**src/hdl/tcce_pkg.sv**
```systemverilog
package tcce_pkg;

	localparam int COLS   = 80;
	localparam int ROWS   = 25;
	localparam int CELLS  = COLS * ROWS;
	localparam int COL_W  = $clog2(COLS);
	localparam int ROW_W  = $clog2(ROWS);
	localparam int LN_W   = ROW_W + 1;
	localparam int ADDR_W = $clog2(CELLS);

	// port widths fixed by the interface
	localparam int OUT_COL_W = 7;
	localparam int OUT_ROW_W = 5;
	localparam int OUT_OFF_W = 11;

	localparam logic [2:0] OP_PUTC   = 3'd0;
	localparam logic [2:0] OP_SETCUR = 3'd1;
	localparam logic [2:0] OP_CLEAR  = 3'd2;
	localparam logic [2:0] OP_SCRUP  = 3'd3;
	localparam logic [2:0] OP_SCRDN  = 3'd4;
	localparam logic [2:0] OP_READ   = 3'd5;

	localparam logic [7:0] CH_NL    = 8'd10;
	localparam logic [7:0] CH_CR    = 8'd13;
	localparam logic [7:0] CH_TAB   = 8'd9;
	localparam logic [7:0] CH_BS    = 8'd8;
	localparam logic [7:0] CH_BLANK = 8'h20;

	localparam logic [7:0] RESET_ATTR = 8'h0F;

	typedef struct packed {
		logic accept;
		logic put_wr;
		logic sw_rd;
		logic sw_blank;
		logic sw_copy;
		logic rd_issue;
		logic rd_cap;
		logic res_load;
	} tcce_cmd_t;

	typedef struct packed {
		logic is_putc;
		logic is_read;
		logic start_sweep;
		logic scroll_q;
		logic src_valid;
		logic sw_last;
	} tcce_stat_t;

	function automatic logic [ADDR_W-1:0] cell_addr(input logic [ROW_W-1:0] r,
			input logic [COL_W-1:0] c);
		logic [ADDR_W+COL_W-1:0] prod;
		prod = (ADDR_W+COL_W)'(r) * (ADDR_W+COL_W)'(COLS) + (ADDR_W+COL_W)'(c);
		return prod[ADDR_W-1:0];
	endfunction

endpackage

```
**src/hdl/tcce_ctrl.sv**
```systemverilog
module tcce_ctrl (
	input  logic               clk,
	input  logic               arst_n,
	input  logic               in_valid,
	output logic               in_stall,
	output logic               out_valid,
	input  logic               out_stall,
	input  tcce_pkg::tcce_stat_t stat,
	output tcce_pkg::tcce_cmd_t  cmd
);
	import tcce_pkg::*;

	typedef enum logic [3:0] {
		S_IDLE, S_PUT, S_SWEEP, S_SW_WR, S_RD1, S_RD2, S_LOAD, S_RESP
	} state_t;

	state_t state_q;
	logic   init_q;

	assign in_stall  = (state_q != S_IDLE);
	assign out_valid = (state_q == S_RESP);

	always_comb begin
		cmd = '0;
		unique case (state_q)
			S_IDLE:  cmd.accept   = in_valid;
			S_PUT:   cmd.put_wr   = 1'b1;
			S_SWEEP: begin
				cmd.sw_rd    = stat.src_valid;
				cmd.sw_blank = !stat.src_valid;
			end
			S_SW_WR: cmd.sw_copy  = 1'b1;
			S_RD1:   cmd.rd_issue = 1'b1;
			S_RD2:   cmd.rd_cap   = 1'b1;
			S_LOAD:  cmd.res_load = 1'b1;
			S_RESP:  cmd = '0;
			default: cmd = '0;
		endcase
	end

	always_ff @(posedge clk or negedge arst_n) begin
		if (!arst_n) begin
			state_q <= S_SWEEP;
			init_q  <= 1'b1;
		end else begin
			unique case (state_q)
				S_IDLE: begin
					if (in_valid) begin
						priority if (stat.is_putc) state_q <= S_PUT;
						else if (stat.start_sweep) state_q <= S_SWEEP;
						else if (stat.is_read) state_q <= S_RD1;
						else state_q <= S_LOAD;
					end
				end
				S_PUT: state_q <= stat.scroll_q ? S_SWEEP : S_LOAD;
				S_SWEEP: begin
					if (stat.src_valid) begin
						state_q <= S_SW_WR;
					end else if (stat.sw_last) begin
						state_q <= init_q ? S_IDLE : S_LOAD;
						init_q  <= 1'b0;
					end
				end
				S_SW_WR: begin
					if (stat.sw_last) begin
						state_q <= S_LOAD;
					end else begin
						state_q <= S_SWEEP;
					end
				end
				S_RD1:  state_q <= S_RD2;
				S_RD2:  state_q <= S_LOAD;
				S_LOAD: state_q <= S_RESP;
				S_RESP: begin
					if (!out_stall) state_q <= S_IDLE;
				end
				default: state_q <= S_IDLE;
			endcase
		end
	end
endmodule

```
**config.mk**
```make
export PLATFORM = sky130hd
export DESIGN_NAME = tcce_ctrl
export DESIGN_NICKNAME = d
export VERILOG_FILES = /design/src/hdl/tcce_pkg.sv /design/src/hdl/tcce_ctrl.sv
export SDC_FILE = /design/constraint.sdc
export NUM_CORES = 1
export LEC_CHECK = 0
export ABC_AREA = 1
export BUFFER_PORTS_ARGS = -buffer_cell sky130_fd_sc_hd__buf_4
export CORE_AREA = 2 2 39 41
export DETAILED_ROUTE_END_ITERATION = 10
export DIE_AREA = 0 0 41 43
export MAX_ROUTING_LAYER = met4
export PLACE_DENSITY = 0.68
export REMOVE_ABC_BUFFERS = 1
export SLEW_MARGIN = 20
export SYNTH_ARGS = -nofsm -noshare
export SYNTH_HDL_FRONTEND = slang
export SYNTH_SLANG_ARGS = --single-unit
```
**constraint.sdc**
```tcl
create_clock -name clk -period 3.5 [get_ports clk]
set_input_delay 0 -clock clk [delete_from_list [all_inputs] [get_ports clk]]
set_output_delay 0 -clock clk [all_outputs]
set_load 0.02 [all_outputs]
```
# == Yosys cells after proc, flatten, opt, wreduce, memory -nomap -nowiden ==
# Index checks and enable logic that the tools add are counted.
# op_classes
eq_ne,10
mux,18
n_bitwise,1
reduce_logical,5
# ops
op,n
$pmux W4 S8,1
$eq A4 B3 Y1 const B,4
$mux W4,4
$mux W3,5
$eq A4 B2 Y1 const B,2
$mux W1,6
$reduce_and A3 Y1,2
$eq A4 B1 Y1 const B,1
$logic_not A4 Y1,1
$mux W2,2
$ne A2 B2 Y1 const B,2
$reduce_bool A4 Y1,1
$ne A3 B3 Y1 const B,1
$logic_not A1 Y1,1
$not A1 Y1,1
# totals
regBits,5
input_bits,10
out_inout_bits,10
elab_cells,36

# == Longest topological paths before layout ==
# Gate-level depths: netlist (run 1).
# depth
depth_word,5
ltp_mapped,8
mapped_depth_nobuf,8

# == Worst setup path before layout (run 1) ==
# No wires, ideal clock.
# synth_path
path_kind,register -> register
start,reg state_q[1]
end,reg state_q[0]
setup_time_ps,117
arrival_time_ps,1175
t_required_ps,3383
path_slack_ps,2208
stages_incl_launch_ff,9
n_path_buf,1
synth_period_minus_slack_ps,1292
cell_sequence,dfstp_2 buf_4 inv_2 nor2_4 nand2_2 nand2_2 a21oi_2 nand2_1 nand2_1
# synth_via
elab_chain_cells,3
elab_cells_between_ends,13
cone_classes,eq/ne (10); mux (1); reduce/logical (2)
# synth_lines
element,line_no,source
start: declaration,tcce_ctrl.sv:17,state_t state_q;
start signal: assignment,tcce_ctrl.sv:55,S_PUT: state_q <= stat.scroll_q ? S_SWEEP : S_LOAD;
start signal: assignment,tcce_ctrl.sv:60,state_q <= init_q ? S_IDLE : S_LOAD;
$eq A4 B3 Y1 *,-,
via out_valid,tcce_ctrl.sv:6,"output logic out_valid,"
$ne A2 B2 Y1 (no line),-,
$reduce_and A3 Y1 (no line),-,
# Mark *: on every way through the listed nets, which the timed path passes. The rest lies on a longest branch.
# A chain may end at the register's enable or synchronous reset.

==> out/results.tsv, run 1 <==
stage	metric	value	unit
min_path	min_to	state_q[0]	
critical_path	r2r-end	state_q[2]	
sta	tns	0	ns
drt	vias_per_cell	4.36	
synth	syn_avg_cell_area	5.96	µm²
critical_path	rr_worst_depth	7	
clock_tree	post-cts-setup-buffer-count	0	
synth	postSynthCellCount	68	
min_path	worstHoldPathCells	3	
placement	io_buffers	19	
run_status	violations	hold timing	
synth	yosysWarnings	0	
drt	drc_errors	0	
sta	maxSlewViolCount	0	
final_layout	multi_input_area	229	µm²
synth	netlist_area	405	µm²
sta	worst_pin_slew	0.302	ns
critical_path	path_class	reg -> out	
clock_tree	cts_buffers	3	
final_layout	drive_gt1_frac	0.433	
final_layout	nets	102	
power_and_ir_drop	p_total	505	µW
drt	antenna_left	0	
power_and_ir_drop	power_leakage	0.000358	µW
critical_path	critical_path_arrival	1.40	ns
clock_tree	cts_root_buf	clkbuf_4	
global_route	grt_pass1_wl	1630	µm
drt	wl	989	µm
placement	dp_hpwl	856	µm
run_status	status	complete, but fails checks	
drt	dr.pass1.iters	4	
power_and_ir_drop	p_per_area	844	nW/µm²
critical_path	cpMaxStageDelayCell	dfstp_2	
final_layout	fillers	153	
sta	max_freq	712	MHz
placement	gp_congestion	0.744	
sta	max_slew_margin	0.799	
sta	hold_violations	1	
floorplan	core.rowCount	14	
critical_path	end_kind	primary output	
critical_path	crit_required	3.50	ns
critical_path	worstSetupStartpointType	flop	
clock_tree	cts.sinks	4	
drt	drt_iter0_markers	7	
power_and_ir_drop	vdd_drop_max	0.000251	V
floorplan	die_w	41	µm
sta	post-route-min-period	1.40	ns
synth	synth-seq-area-share	0.253	
floorplan	die_h	43	µm
clock_tree	path_clk_slew	0.04	ns
clock_tree	clk_path_buf_depth	2	
global_route	first_global_vias	426	
final_layout	final_area	598	µm²
critical_path	cpPeakStageDelay	0.61	ns
job	drv_cap	0	
final_layout	n_antenna_cell	0	
clock_tree	cts_tree	built	
min_path	hp-class	in -> reg	
sta	skew	0.00783	ns
floorplan	start_util	0.293	
global_route	grt-ovfl-total	0	
global_route	antenna_found_initial	0	
sta	rsz0062_at_grt	false	
global_route	grt_util_all_layers	0.142	
clock_tree	cts-htree-levels	1	
drt	drt-wirelength-per-cell	9.33	µm
floorplan	die_area	1760	µm²
min_path	worstHoldStart	out_stall	
placement	dpl_cell_area	556	µm²
synth	ys_ff_latch	4	
critical_path	worstReg2RegStart	state_q[1]	
critical_path	cp_cell_sequence	inv_2, nor3_2, nand2_1, inv_1, buf_4	
final_layout	regArea	103	µm²
floorplan	coreArea	1380	µm²
clock_tree	clk_latency	0.24	ns
sta	finalHoldWorstSlack	-0.00469	ns
final_layout	syn2layout_area_growth	47.5	%
floorplan	ios	20	
synth	synth_cell_types	21	
critical_path	worstPathMaxFanout	9	
sta	setup_viol	0	
sta	finalCritPeriodShare	0.401	
drt	vias	462	
global_route	grt_max_degree	10	
critical_path	r2r_slack	2.22	ns
[cells in the mapped netlist (all sizes together)]
cell    number  area share
nand2       19        0.21
inv         15        0.14
nor2        14        0.16
nand3        5       0.062
a21oi        3       0.046
buf          2       0.031
dfrtp        2        0.12
dfstp        2        0.13
o21ai        2       0.025
clkinv       1       0.012
nand4        1       0.015
nor3         1       0.025
o211ai       1       0.019
[where the power goes]
part	total (µW)	internal [µW]	switching, µW
combinational	324	126	198
clock	59.0	38.5	20.6
sequential	121	77.7	43.6
[layer usage]
metal	vias to the layer above	share of wire	global-route usage	wire, µm
li1	249	-	-	-
met1	196	0.39	0.140	381
met2	15	0.53	0.231	525
met3	2	0.072	0.0471	71
met4	0	0.010	0.0800	10
met5	-	0	-	0
[cell families after synthesis]
| family | Yosys count | share of synthesized area |
|---|---|---|
| AO/OA/AOI/OAI | 6 | 0.0895 |
| buffers and inverters | 18 | 0.182 |
| flip-flops | 4 | 0.253 |
| AND/OR/NAND/NOR | 40 | 0.475 |
[state kept, by name, summed over array words and instances (netlist names)]
register and cells:
init_q 1, state_q 3
[stage by stage]
step / utilization / setup WS [ns] / instances
finish: 0.432 / 2.10 / 106
global route: 0.432 / 1.98 / 106
CTS: 0.432 / 2.09 / 106
detailed placement: 0.401 / 2.23 / 101
global placement: 0.401 / 2.25 / 101
floorplan: - / 2.24 / 66
[worst max path at each step]
| stage | endpoint | slack (ns) | start |
|---|---|---|---|
| after floorplan | state_q[0] | 2.24 | state_q[1] |
| after global placement | state_q[2] | 2.25 | state_q[1] |
| after detailed placement | state_q[2] | 2.23 | state_q[1] |
| after CTS | cmd[5] | 2.09 | state_q[1] |
| after global routing | cmd[5] | 1.98 | state_q[1] |
| final | cmd[5] | 2.10 | state_q[1] |
[worst max-delay path, delay by kind of cell (launching register included)]
family,cells,cell delay (ns)
simple gates,2,0.27
buf+inv,3,0.29
flops,1,0.61
[timing repair]
item                      CTS  global route
hold endpoints to repair    5             0
hold buffers                2             0
resized for setup           0             0
[final cells by class]
class / instances / area share
multi-input combinational: 46 / 0.383
timing repair buffer: 21 / 0.272
inverter: 16 / 0.103
tap: 16 / 0.0335
clock buffer: 3 / 0.0377
sequential: 4 / 0.172
[cells in the final DEF (no fill, tap or decap), drive strengths merged]
cell	instances
dlygate4sd3	2
buf	19
inv	15
clkinv	1
nand3	5
dfstp	2
a21oi	3
nor3	1
clkbuf	3
nor2	14
nand4	1
o211ai	1
nand2	19
o21ai	2
dfrtp	2
(Power assumes the default switching activity.)
==> inputs of run 2 (changes only) <==
PLACE_DENSITY = 0.7   (was 0.68)
clock period = 1.2 ns   (was 3.5 ns; I/O delays follow)
==> out/results.tsv, run 2 (synthesis results as in run 1) <==
stage	metric	value	unit
run_status	status	complete, but fails checks	
run_status	violations	setup timing	
sta	setup_viol	10	
floorplan	die_h	43	µm
clock_tree	cts.sinks	4	
power_and_ir_drop	vdd_drop_max	0.00107	V
placement	gp_congestion	0.727	
sta	maxSlewViolCount	0	
critical_path	crit_start	state_q[1]	
drt	drt_iter0_markers	5	
sta	rsz0062_at_grt	true	
placement	io_buffers	19	
floorplan	core.rowCount	14	
sta	post-route-min-period	1.29	ns
sta	tns	-0.539	ns
min_path	hp-class	in -> async	
critical_path	critical_path_arrival	1.29	ns
final_layout	nets	113	
sta	max_slew_margin	0.854	
drt	dr.pass1.iters	3	
job	drv_cap	0	
critical_path	worstPathMaxFanout	3	
placement	dp_cells	106	
drt	vias	517	
sta	hold_violations	0	
floorplan	start_util	0.293	
clock_tree	cts_root_buf	clkbuf_4	
final_layout	n_antenna_cell	0	
final_layout	final_common_cell	buf_4	
critical_path	end_kind	primary output	
global_route	grt_util_all_layers	0.164	
drt	antenna_left	0	
clock_tree	cts_buffers	3	
critical_path	crit_required	1.20	ns
final_layout	largest_reg_flops	3	
final_layout	largest_registers	state_q x3, init_q x1	
critical_path	rr_worst_depth	7	
sta	worst_pin_slew	0.219	ns
floorplan	die_w	41	µm
placement	dp_hpwl	888	µm
drt	vias_per_cell	4.42	
global_route	antenna_found_initial	0	
global_route	grt_max_degree	9	
clock_tree	clk_latency	0.23	ns
final_layout	syn2layout_area_growth	83.6	%
final_layout	instances_no_fill	117	
sta	skew	0.00431	ns
critical_path	worstSetupStartpointType	flop	
drt	drc_errors	0	
final_layout	final_core_utilization	0.538	
floorplan	ios	20	
global_route	grt-ovfl-total	0	
final_layout	fillers	128	
clock_tree	clk_path_buf_depth	2	
clock_tree	cts_tree	built	
critical_path	cpPeakStageDelay	0.56	ns
critical_path	endpoint	cmd[4]	
drt	drt-wirelength-per-cell	10.3	µm
power_and_ir_drop	power_leakage	0.000429	µW
critical_path	r2r_slack	-0.08	ns
sta	finalCritPeriodShare	1.08	
final_layout	final_cell_mix	buf_4 (23), nand2_1 (14), nor2_1 (10), inv_1 (10), buf_6 (7)	
floorplan	die_area	1760	µm²
placement	dpl_cell_area	593	µm²
sta	setup_ws	-0.0917	ns
drt	wl	1210	µm
clock_tree	cts-htree-levels	1	
floorplan	coreArea	1380	µm²
final_layout	final_area	744	µm²
final_layout	drive_gt1_frac	0.545	
sta	max_freq	774	MHz
global_route	grt_pass1_wl	1960	µm
critical_path	path_class	reg -> out	
critical_path	worstReg2RegStart	state_q[1]	
global_route	first_global_vias	519	
final_layout	largest_register	state_q	
clock_tree	path_clk_slew	0.04	ns
power_and_ir_drop	p_per_area	2570	nW/µm²
critical_path	cpMaxStageDelayCell	dfstp_2	
critical_path	cp_cell_sequence	inv_4, nor3_4, buf_4, nand2_2, inv_2, buf_6	
critical_path	r2r-end	state_q[2]	
power_and_ir_drop	p_total	1910	µW
==> run 2: cell count changes in the layout (fill, tap and decap cells not counted), moves of 2 or more <==
| cell | delta |
|---|---|
| buf_6 | +7 |
| buf_4 | +4 |
| dfrtp_1 | -2 |
| dfrtp_2 | +2 |
==> run 2: how the worst min path moves through the flow <==
| stage | start | endpoint | slack [ns] | cells past startpoint |
|---|---|---|---|---|
| after global routing | in_valid | state_q[1] | 0.12 | 5 |
| after CTS | arst_n | state_q[0] | 0.09 | 2 |
| after detailed placement | arst_n | state_q[2] | -0.20 | 1 |
| final | arst_n | state_q[0] | 0.11 | 2 |
| after global placement | arst_n | state_q[2] | -0.20 | 1 |
| after floorplan | arst_n | state_q[0] | -0.30 | 0 |
==> run 2: through the flow <==
stage	hold slack, ns	setup slack, ns
global route	0.119	-0.171
CTS	0.0857	-0.106
detailed placement	-0.203	-0.0493
floorplan	-0.296	-0.0615
finish	0.108	-0.0917
global placement	-0.202	-0.0107
==> run 2: worst max-delay path: cells and delay by family, from the launching register on <==
| family | cells | cell delay (ns) |
|---|---|---|
| and+or+nand+nor | 2 | 0.17 |
| DFF | 1 | 0.56 |
| buffers and inverters | 4 | 0.34 |
==> run 2: report_power, final <==
part	switching, µW	internal, µW	total, µW
clock	46.1	111	157
sequential	126	233	358
combinational	742	656	1400
==> run 2: cell type report <==
class,instances,area [µm²],area share
clock buffers,3,22.5,0.0303
repair buffers,32,272,0.365
multi-input cells,46,262,0.351
inverters,16,63.8,0.0857
well taps,16,20.0,0.0269
flip-flops and latches,4,105,0.141
==> run 2: repair_timing <==
item | in CTS | in global routing
endpoints found under the hold margin | 5 | 0
endpoints found under the setup margin | 10 | 12
pin swaps | 2 | 2
resized for setup | 7 | 10
hold buffers | 2 | 0
cloned | 0 | 0
buffers inserted | 5 | 1
==> run 2: routing by layer <==
layer  global-route usage  vias up  routed length, µm
met5                    -        -                  0
met4               0.0933        0                 16
met3               0.0262        2                 43
met2                0.281       13                700
met1                0.163      234                449
li1                     -      268                  -
